File: config.mk
export PLATFORM = sky130hd
export DESIGN_NAME = detection_box_decode_unit
export DESIGN_NICKNAME = d
export VERILOG_FILES = /design/src/rtl/core/dbd_pkg.sv /design/src/rtl/core/detection_box_decode_unit.sv /design/src/rtl/core/dbd_class_pick.sv /design/src/rtl/core/dbd_corner_lane.sv
export VERILOG_INCLUDE_DIRS = /design/src /design/src/rtl/core
export SDC_FILE = /design/constraint.sdc
export NUM_CORES = 2
export LEC_CHECK = 0
export BUFFER_PORTS_ARGS = -buffer_cell sky130_fd_sc_hd__buf_4
export CAP_MARGIN = 0
export CORE_MARGIN = 4
export CORE_UTILIZATION = 55
export DETAILED_ROUTE_END_ITERATION = 10
export HOLD_SLACK_MARGIN = 0.15
export MAX_ROUTING_LAYER = met4
export PLACE_DENSITY = 0.82
export SETUP_SLACK_MARGIN = 0.02
export SLEW_MARGIN = 10
export SYNTH_ARGS = -nofsm -noshare
export SYNTH_HDL_FRONTEND = slang
export SYNTH_SLANG_ARGS = --single-unit
File: constraint.sdc
create_clock -name clock -period 22.6 [get_ports clock]
set_clock_uncertainty 0.2 [all_clocks]
set_input_delay 3.39 -clock clock [delete_from_list [all_inputs] [get_ports clock]]
set_output_delay 3.39 -clock clock [all_outputs]
set_load 0.02 [all_outputs]
File: src/rtl/core/detection_box_decode_unit_assert.svh
// assertion macros for the detection box decode unit
// used by the top level only, no other dependencies
`ifndef DETECTION_BOX_DECODE_UNIT_ASSERT_SVH
`define DETECTION_BOX_DECODE_UNIT_ASSERT_SVH

// consequent checked in the same cycle
`define DBD_ASSERT_SAME(label, clk, rst, ante, cons) \
   label: assert property (@(posedge clk) disable iff (rst) (ante) |-> (cons)) \
      else $error("detection box decode: same-cycle check failed");

// consequent checked in the cycle after the antecedent
`define DBD_ASSERT_NEXT(label, clk, rst, ante, cons) \
   label: assert property (@(posedge clk) disable iff (rst) (ante) |=> (cons)) \
      else $error("detection box decode: next-cycle check failed");

`endif

File: src/rtl/core/dbd_pkg.sv
// shared widths, register indexes, class codes and lane control type
// for the detection box decode unit; no dependencies
`timescale 1ns / 1ps
`default_nettype none

package dbd_pkg;

   localparam int FRAC_BITS   = 4;
   localparam int COORD_W     = 16;
   localparam int SCORE_W     = 16;
   localparam int GAIN_W      = 20;
   localparam int MAX_W       = 12;
   localparam int CLASS_W     = 2;
   localparam int REG_IDX_W   = 3;
   localparam int CSR_DATA_W  = 20;

   // doubled-unit corner, product and rounded quotient
   localparam int DIFF_W      = COORD_W + 3;
   localparam int PROD_W      = DIFF_W + GAIN_W + 1;
   localparam int ROUND_SHIFT = 17;
   localparam int QUOT_W      = PROD_W - ROUND_SHIFT;
   localparam int LIM_CALC_W  = 24;

   localparam logic [COORD_W-1:0] COORD_MAX = '1;

   localparam logic [REG_IDX_W-1:0] REG_SCORE_MIN = 3'd0;
   localparam logic [REG_IDX_W-1:0] REG_INV_GAIN  = 3'd1;
   localparam logic [REG_IDX_W-1:0] REG_PAD_X     = 3'd2;
   localparam logic [REG_IDX_W-1:0] REG_PAD_Y     = 3'd3;
   localparam logic [REG_IDX_W-1:0] REG_MAX_X     = 3'd4;
   localparam logic [REG_IDX_W-1:0] REG_MAX_Y     = 3'd5;

   localparam logic [SCORE_W-1:0] SCORE_MIN_RESET = 16'd16384;
   localparam logic [GAIN_W-1:0]  INV_GAIN_RESET  = 20'd65536;
   localparam logic [COORD_W-1:0] PAD_RESET       = 16'd0;
   localparam logic [MAX_W-1:0]   MAX_X_RESET     = 12'd1279;
   localparam logic [MAX_W-1:0]   MAX_Y_RESET     = 12'd735;

   localparam logic [CLASS_W-1:0] CLASS_ID_0 = 2'd0;
   localparam logic [CLASS_W-1:0] CLASS_ID_1 = 2'd1;
   localparam logic [CLASS_W-1:0] CLASS_ID_2 = 2'd2;

   typedef struct packed {
      logic load_diff;
      logic load_prod;
      logic load_out;
   } lane_ctl_type;

endpackage

`default_nettype wire

File: src/rtl/core/detection_box_decode_unit.sv
// detection box decode unit: one anchor row per beat into a clamped image box
// four corner lanes and a class pick; depends on dbd_pkg, dbd_class_pick,
// dbd_corner_lane and detection_box_decode_unit_assert.svh
//
// usage
// - req channel: one anchor row per beat (centre, size, three class scores),
//   taken when req_valid is high and req_stall is low
// - rsp channel: one box per kept row (corners, confidence, class id),
//   taken when rsp_valid is high and rsp_stall is low
// - rows whose best score is below the threshold give no rsp beat
// - csr port: write-only, one register per cycle, written while idle
// - req beat to rsp_valid through the three register stages of each corner
//   lane (corner, gain multiply, round and clamp); one row per cycle while
//   rsp_stall is low
// - rsp_stall holds the pipeline; bubbles close up, and req_stall rises
//   only once every stage holds a row
// - reset: synchronous, clears the stage valid bits and loads the register
//   defaults (threshold 0.25, unit gain, no padding, 1280 x 736 image)
`timescale 1ns / 1ps
`default_nettype none
`include "detection_box_decode_unit_assert.svh"

module detection_box_decode_unit (
   input  wire logic                                 clock,
   input  wire logic                                 reset,
   input  wire logic                                 req_valid,
   output logic                                      req_stall,
   input  wire logic signed [dbd_pkg::COORD_W-1:0]   req_center_x,
   input  wire logic signed [dbd_pkg::COORD_W-1:0]   req_center_y,
   input  wire logic        [dbd_pkg::COORD_W-1:0]   req_box_w,
   input  wire logic        [dbd_pkg::COORD_W-1:0]   req_box_h,
   input  wire logic        [dbd_pkg::SCORE_W-1:0]   req_class_score_0,
   input  wire logic        [dbd_pkg::SCORE_W-1:0]   req_class_score_1,
   input  wire logic        [dbd_pkg::SCORE_W-1:0]   req_class_score_2,
   output logic                                      rsp_valid,
   input  wire logic                                 rsp_stall,
   output logic             [dbd_pkg::COORD_W-1:0]   rsp_left,
   output logic             [dbd_pkg::COORD_W-1:0]   rsp_top,
   output logic             [dbd_pkg::COORD_W-1:0]   rsp_right,
   output logic             [dbd_pkg::COORD_W-1:0]   rsp_bottom,
   output logic             [dbd_pkg::SCORE_W-1:0]   rsp_confidence,
   output logic             [dbd_pkg::CLASS_W-1:0]   rsp_class_id,
   input  wire logic                                 csr_wr_en,
   input  wire logic        [dbd_pkg::REG_IDX_W-1:0] csr_index,
   input  wire logic        [dbd_pkg::CSR_DATA_W-1:0] csr_wdata
);
   import dbd_pkg::*;

   // configuration registers
   logic        [SCORE_W-1:0] score_min_ff;
   logic        [GAIN_W-1:0]  inv_gain_ff;
   logic signed [COORD_W-1:0] pad_x_ff;
   logic signed [COORD_W-1:0] pad_y_ff;
   logic        [MAX_W-1:0]   max_x_ff;
   logic        [MAX_W-1:0]   max_y_ff;

   always_ff @(posedge clock) begin
      if (reset) begin
         score_min_ff <= SCORE_MIN_RESET;
         inv_gain_ff  <= INV_GAIN_RESET;
         pad_x_ff     <= PAD_RESET;
         pad_y_ff     <= PAD_RESET;
         max_x_ff     <= MAX_X_RESET;
         max_y_ff     <= MAX_Y_RESET;
      end else if (csr_wr_en) begin
         case (csr_index)
            REG_SCORE_MIN: score_min_ff <= csr_wdata[SCORE_W-1:0];
            REG_INV_GAIN:  inv_gain_ff  <= csr_wdata[GAIN_W-1:0];
            REG_PAD_X:     pad_x_ff     <= csr_wdata[COORD_W-1:0];
            REG_PAD_Y:     pad_y_ff     <= csr_wdata[COORD_W-1:0];
            REG_MAX_X:     max_x_ff     <= csr_wdata[MAX_W-1:0];
            REG_MAX_Y:     max_y_ff     <= csr_wdata[MAX_W-1:0];
            default: begin
            end
         endcase
      end
   end

   // clamp limits in image space, saturated to the coordinate width
   logic [LIM_CALC_W-1:0] lim_x_wide;
   logic [LIM_CALC_W-1:0] lim_y_wide;
   logic [COORD_W-1:0]    lim_x;
   logic [COORD_W-1:0]    lim_y;

   always_comb begin
      lim_x_wide = LIM_CALC_W'(max_x_ff) << FRAC_BITS;
      lim_y_wide = LIM_CALC_W'(max_y_ff) << FRAC_BITS;
      lim_x = (lim_x_wide > LIM_CALC_W'(COORD_MAX)) ? COORD_MAX : lim_x_wide[COORD_W-1:0];
      lim_y = (lim_y_wide > LIM_CALC_W'(COORD_MAX)) ? COORD_MAX : lim_y_wide[COORD_W-1:0];
   end

   // class pick
   logic [SCORE_W-1:0] best;
   logic [CLASS_W-1:0] best_id;
   logic               keep;

   dbd_class_pick u_class_pick (
      .score_0   (req_class_score_0),
      .score_1   (req_class_score_1),
      .score_2   (req_class_score_2),
      .threshold (score_min_ff),
      .best      (best),
      .best_id   (best_id),
      .keep      (keep)
   );

   // pipeline control
   logic valid1_ff, valid2_ff, valid3_ff;
   logic ready1, ready2, ready3;
   logic req_take;
   lane_ctl_type lane_ctl;

   assign ready3   = !valid3_ff || !rsp_stall;
   assign ready2   = !valid2_ff || ready3;
   assign ready1   = !valid1_ff || ready2;
   assign req_take = req_valid && ready1;

   assign lane_ctl.load_diff = ready1;
   assign lane_ctl.load_prod = ready2;
   assign lane_ctl.load_out  = ready3;

   always_ff @(posedge clock) begin
      if (reset) begin
         valid1_ff <= 1'b0;
         valid2_ff <= 1'b0;
         valid3_ff <= 1'b0;
      end else begin
         if (ready1) begin
            valid1_ff <= req_take && keep;
         end
         if (ready2) begin
            valid2_ff <= valid1_ff;
         end
         if (ready3) begin
            valid3_ff <= valid2_ff;
         end
      end
   end

   // confidence and class ride alongside the lanes
   logic [SCORE_W-1:0] conf1_ff, conf2_ff, conf3_ff;
   logic [CLASS_W-1:0] cls1_ff, cls2_ff, cls3_ff;

   always_ff @(posedge clock) begin
      if (ready1) begin
         conf1_ff <= best;
         cls1_ff  <= best_id;
      end
      if (ready2) begin
         conf2_ff <= conf1_ff;
         cls2_ff  <= cls1_ff;
      end
      if (ready3) begin
         conf3_ff <= conf2_ff;
         cls3_ff  <= cls2_ff;
      end
   end

   // corner lanes
   dbd_corner_lane u_lane_left (
      .clock    (clock),
      .ctl      (lane_ctl),
      .center   (req_center_x),
      .size     (req_box_w),
      .sub_size (1'b1),
      .pad      (pad_x_ff),
      .inv_gain (inv_gain_ff),
      .lim      (lim_x),
      .corner   (rsp_left)
   );

   dbd_corner_lane u_lane_top (
      .clock    (clock),
      .ctl      (lane_ctl),
      .center   (req_center_y),
      .size     (req_box_h),
      .sub_size (1'b1),
      .pad      (pad_y_ff),
      .inv_gain (inv_gain_ff),
      .lim      (lim_y),
      .corner   (rsp_top)
   );

   dbd_corner_lane u_lane_right (
      .clock    (clock),
      .ctl      (lane_ctl),
      .center   (req_center_x),
      .size     (req_box_w),
      .sub_size (1'b0),
      .pad      (pad_x_ff),
      .inv_gain (inv_gain_ff),
      .lim      (lim_x),
      .corner   (rsp_right)
   );

   dbd_corner_lane u_lane_bottom (
      .clock    (clock),
      .ctl      (lane_ctl),
      .center   (req_center_y),
      .size     (req_box_h),
      .sub_size (1'b0),
      .pad      (pad_y_ff),
      .inv_gain (inv_gain_ff),
      .lim      (lim_y),
      .corner   (rsp_bottom)
   );

   assign req_stall      = !ready1;
   assign rsp_valid      = valid3_ff;
   assign rsp_confidence = conf3_ff;
   assign rsp_class_id   = cls3_ff;

   // a dropped row never enters the pipeline
   `DBD_ASSERT_NEXT(a_drop_no_entry, clock, reset, req_take && !keep, !valid1_ff)
   // a row held in the middle stage is not lost while the output is blocked
   `DBD_ASSERT_NEXT(a_mid_held, clock, reset, valid2_ff && !ready3, valid2_ff)
   // output empties after a taken beat when nothing follows
   `DBD_ASSERT_NEXT(a_out_drains, clock, reset, valid3_ff && !rsp_stall && !valid2_ff, !valid3_ff)
   // only real class codes leave the block
   `DBD_ASSERT_SAME(a_class_code, clock, reset, valid3_ff, cls3_ff == CLASS_ID_0 || cls3_ff == CLASS_ID_1 || cls3_ff == CLASS_ID_2)

endmodule

`default_nettype wire

File: src/rtl/core/dbd_class_pick.sv
// best class selection and threshold test for one anchor row
// depends on dbd_pkg
`timescale 1ns / 1ps
`default_nettype none

module dbd_class_pick (
   input  wire logic [dbd_pkg::SCORE_W-1:0] score_0,
   input  wire logic [dbd_pkg::SCORE_W-1:0] score_1,
   input  wire logic [dbd_pkg::SCORE_W-1:0] score_2,
   input  wire logic [dbd_pkg::SCORE_W-1:0] threshold,
   output logic      [dbd_pkg::SCORE_W-1:0] best,
   output logic      [dbd_pkg::CLASS_W-1:0] best_id,
   output logic                             keep
);
   import dbd_pkg::*;

   logic [SCORE_W-1:0] best_01;
   logic [CLASS_W-1:0] id_01;

   // strict compare so the lower index wins a tie
   always_comb begin
      if (score_1 > score_0) begin
         best_01 = score_1;
         id_01   = CLASS_ID_1;
      end else begin
         best_01 = score_0;
         id_01   = CLASS_ID_0;
      end
      if (score_2 > best_01) begin
         best    = score_2;
         best_id = CLASS_ID_2;
      end else begin
         best    = best_01;
         best_id = id_01;
      end
      keep = (best >= threshold);
   end

endmodule

`default_nettype wire

File: src/rtl/core/dbd_corner_lane.sv
// one corner lane: doubled-unit corner, gain multiply, round and clamp
// three register stages steered by dbd_pkg::lane_ctl_type; depends on dbd_pkg
`timescale 1ns / 1ps
`default_nettype none

module dbd_corner_lane (
   input  wire logic                         clock,
   input  wire dbd_pkg::lane_ctl_type        ctl,
   input  wire logic signed [dbd_pkg::COORD_W-1:0] center,
   input  wire logic        [dbd_pkg::COORD_W-1:0] size,
   input  wire logic                         sub_size,
   input  wire logic signed [dbd_pkg::COORD_W-1:0] pad,
   input  wire logic        [dbd_pkg::GAIN_W-1:0]  inv_gain,
   input  wire logic        [dbd_pkg::COORD_W-1:0] lim,
   output logic             [dbd_pkg::COORD_W-1:0] corner
);
   import dbd_pkg::*;

   logic signed [DIFF_W-1:0] center2;
   logic signed [DIFF_W-1:0] size_ext;
   logic signed [DIFF_W-1:0] pad2;
   logic signed [DIFF_W-1:0] diff_in;
   logic signed [DIFF_W-1:0] diff_ff;
   logic signed [PROD_W-1:0] prod_in;
   logic signed [PROD_W-1:0] prod_ff;
   logic signed [PROD_W-1:0] biased;
   logic signed [QUOT_W-1:0] quot;
   logic        [COORD_W-1:0] corner_in;
   logic        [COORD_W-1:0] corner_ff;

   always_comb begin
      center2  = DIFF_W'(center) <<< 1;
      size_ext = $signed(DIFF_W'(size));
      pad2     = DIFF_W'(pad) <<< 1;
      if (sub_size) begin
         diff_in = center2 - size_ext - pad2;
      end else begin
         diff_in = center2 + size_ext - pad2;
      end
   end

   assign prod_in = PROD_W'(diff_ff * $signed({1'b0, inv_gain}));

   // round half up, then clamp to 0 .. lim
   always_comb begin
      biased = prod_ff + PROD_W'(1 << (ROUND_SHIFT - 1));
      quot   = QUOT_W'(biased >>> ROUND_SHIFT);
      if (quot < 0) begin
         corner_in = '0;
      end else if (quot > $signed(QUOT_W'(lim))) begin
         corner_in = lim;
      end else begin
         corner_in = quot[COORD_W-1:0];
      end
   end

   always_ff @(posedge clock) begin
      if (ctl.load_diff) begin
         diff_ff <= diff_in;
      end
      if (ctl.load_prod) begin
         prod_ff <= prod_in;
      end
      if (ctl.load_out) begin
         corner_ff <= corner_in;
      end
   end

   assign corner = corner_ff;

endmodule

`default_nettype wire
==> run_results.csv <==
group,metric,value,unit
setup_path,endpoint_kind,"register",
die,fp-row-count,131,
yosys,synth_edf_count,290,
setup_path,max_stage_delay,0.53,ns
die,dieWidth,367.8,µm
yosys,syn_avg_cell_area,9.238,µm²
die,chipHeight,367.8,µm
clocking,cts_resized,0,
power_and_ir_drop,power_leakage,38.16,nW
clocking,numCtsBuffers,47,
timing,max_freq,0.1042,GHz
setup_path,crit_arrival,9.88,ns
timing,setup_slack,13.00,ns
finish,regArea,10640,µm²
yosys,synth.distinct_cells,87,
yosys,seq_area_frac_synth,0.1490,
timing,finalHoldViolations,0,
clocking,root_buffer,"clkbuf_16",
place,dp_cells,9359,
yosys,netlist_area,71210,µm²
yosys,syn-num-nets,9936,
timing,worst_slew_pin_slew,1.131,ns
yosys,yosys_warnings,0,
yosys,ys.flop_type,"edfxtp_1",
clocking,post_cts_buffers,0,
worst_hold_path,hold_class,"register to register",
timing,timing.hold.ws,0.2137,ns
job,max-cap-violations,0,
die,start_util,0.5563,
clocking,clock-sinks,385,
route,vias,52710,
finish,synthToLayoutAreaGrowth,6.466,%
yosys,netlist_instances,7708,
route,drc,0,
clocking,clk_latency,0.65,ns
route,viasPerCell,5.578,
status,outcome,"finished, final reports clean",
place,dp_slack,12.29,ns
clocking,clk_pin_slew,0.06,ns
finish,drive_gt1_frac,0.05496,
global_route,gr-total-overflow,0,
finish,instances_no_fill,9450,
setup_path,critical_path.top_delay_family,"compound AO/OA/AOI/OAI gates",
global_route,grt_pass1_vias,58190,
yosys,synthDominantCellAreaShare,0.3593,
die,die_area,135300,µm²
finish,fillers,10510,
yosys,ys_ff_latch,385,
global_route,grt_max_degree,96,
place,place_area,74170,µm²
setup_path,crit_fanout,33,
setup_path,critPathKind,"input port to register",
clocking,htreeDepth,2,
timing,period_share,0.4246,
die,pin_count,224,
setup_path,slowest_stage,"a31o_2",
timing,slew_violations,0,
power_and_ir_drop,ir_drop,0.07800,mV
yosys,yosys-top-cells-area,"fa_1 36%, ha_1 14%, edfxtp_1 12%, inv_1 9.2%, nand2_1 6.2%",
setup_path,startpoint_type,"input port",
global_route,grt_pass1_wl,299700,µm
die,coreArea,128000,µm²
global_route,antenna_found_initial,3,
timing,rsz0062_at_grt,"no",
power_and_ir_drop,powerDensity,72.87,nW/µm²
finish,nNetsFinal,9907,
route,ant_nets,0,
clocking,cts_tree,"built",
yosys,ys_async_sr_fraction,0,
yosys,synth_top_area_cell,"fa_1",
setup_path,cp.buffers_inverters,3,
setup_path,required,22.88,ns
place,dpl.hpwl,142700,µm
route,routedWlPerCell,19.42,µm
route,drtPass1Iterations,5,
timing,period_needed,9.596,ns
place,io_buffers,223,
timing,setup-violations-final,0,
place,gp_congestion,1.019,
route,first_iter_violations,3601,
clocking,clk_path_buf_depth,3,
finish,multi_input_area,52690,µm²
global_route,track_usage,0.2856,
finish,post-route-cell-area,75810,µm²
route,wl,183500,µm
timing,setup_tns,0,ns
clocking,hold_buffers,0,
timing,relSlewSlack,0.2432,
## final timing paths
check,from,endpoint,slack [ns],depth (start not counted)
worst min register to register,conf1_ff[13],conf2_ff[13],0.21,0
worst max-delay path,req_class_score_0[1],valid1_ff,13.00,36
worst min-delay path,conf1_ff[13],conf2_ff[13],0.21,0
worst max register to register,inv_gain_ff[14],u_lane_right.prod_ff[33],13.99,27
## sequential cells by signal, indices dropped and copies added (netlist names), 19 cells and up
name / cells
u_lane_top.prod_ff: 24
u_lane_right.prod_ff: 24
u_lane_top.diff_ff: 19
u_lane_bottom.prod_ff: 24
u_lane_right.diff_ff: 19
inv_gain_ff: 20
u_lane_left.diff_ff: 19
u_lane_bottom.diff_ff: 19
u_lane_left.prod_ff: 24
## per-stage QoR
| step | utilization | power [mW] |
|---|---|---|
| 6_report | 0.5922 | 5.524 |
| 3_5_place_dp | 0.5794 | 4.651 |
| 3_3_place_gp | 0.5794 | 4.515 |
| 5_1_grt | 0.5922 | 5.999 |
| 4_1_cts | 0.5921 | 5.512 |
| 2_1_floorplan | - | 3.616 |
## per-layer routing
metal  up-vias  part of all wire  global-route usage
met2      2444              0.47              0.4572
met1     26400              0.37              0.3401
met3       592             0.096             0.06449
met4         0             0.061              0.1465
met5         -                 0                   -
li1      23280                 -                   -
## cells in the mapped netlist (5+ instances only)
cell       number
o21bai_1       12
a21boi_0        6
a21o_1         71
a31oi_1        14
nand2_1      1182
nand3b_1       20
nor2_1        167
o21ai_1         5
o21ai_0        79
a31o_2          5
a32o_1          9
mux2i_1        19
dfxtp_1        95
or3_1          10
o21a_1         37
a21oi_2         5
clkbuf_1      339
xor2_1         70
buf_1           9
buf_2           6
xnor2_1       151
edfxtp_1      290
a21oi_1       216
fa_1         1278
nand3_1        89
o31a_1          7
nor2b_1        75
and3_1         39
nand4_1        36
ha_1          810
inv_1        1750
o2111ai_1       6
nor4_1          9
a211oi_1       40
and4_1          8
or2_2           9
and2_1        530
nand2b_1       86
nor3_1         35
o211ai_1        6
o31ai_1         5
## cells in the final DEF (no fill, tap or decap), types with 20 or more instances in the layout
cell / n
and2_1: 530
ha_1: 810
nand4_1: 36
xnor2_1: 151
nor3_1: 35
nand2_1: 1180
nor2b_1: 75
clkbuf_16: 48
a211oi_1: 40
nand3_1: 89
a21oi_1: 216
buf_4: 281
inv_1: 1749
fa_1: 1278
dfxtp_2: 20
and3_1: 39
xor2_1: 70
dfxtp_1: 75
a21o_1: 71
nand2b_1: 86
edfxtp_1: 290
nand3b_1: 20
o21ai_0: 79
nor2_1: 167
o21a_1: 37
## power breakdown
| group | switching, mW | internal [mW] |
|---|---|---|
| clock network | 0.336 | 0.469 |
| logic | 1.90 | 1.36 |
| registers | 0.394 | 1.07 |
| total | 2.63 | 2.89 |
## cell families (layout without fill, tap and decap cells)
kind of cell,count (synthesis),in the layout,share of synthesized area
multiplexers,22,22,0.003145
AO/OA/AOI/OAI,572,572,0.05269
buffers and inverters,2109,2116,0.1115
adder cells (fa/ha/maj),2088,2088,0.5016
other,0,6,0
XOR/XNOR,221,221,0.02718
flip-flops,385,385,0.1490
AND/OR/NAND/NOR,2311,2311,0.1549
## final cells by class
| type | instances | area share |
|---|---|---|
| sequential | 385 | 0.1403 |
| timing repair buffer | 281 | 0.02782 |
| tap | 1729 | 0.02853 |
| antenna | 6 | 0.0001980 |
| clock buffer | 60 | 0.01662 |
| multi-input combinational | 5214 | 0.6950 |
| inverter | 1750 | 0.08668 |
| clock inverter | 25 | 0.004902 |
No activity file was read; power rests on OpenSTA's default activity.
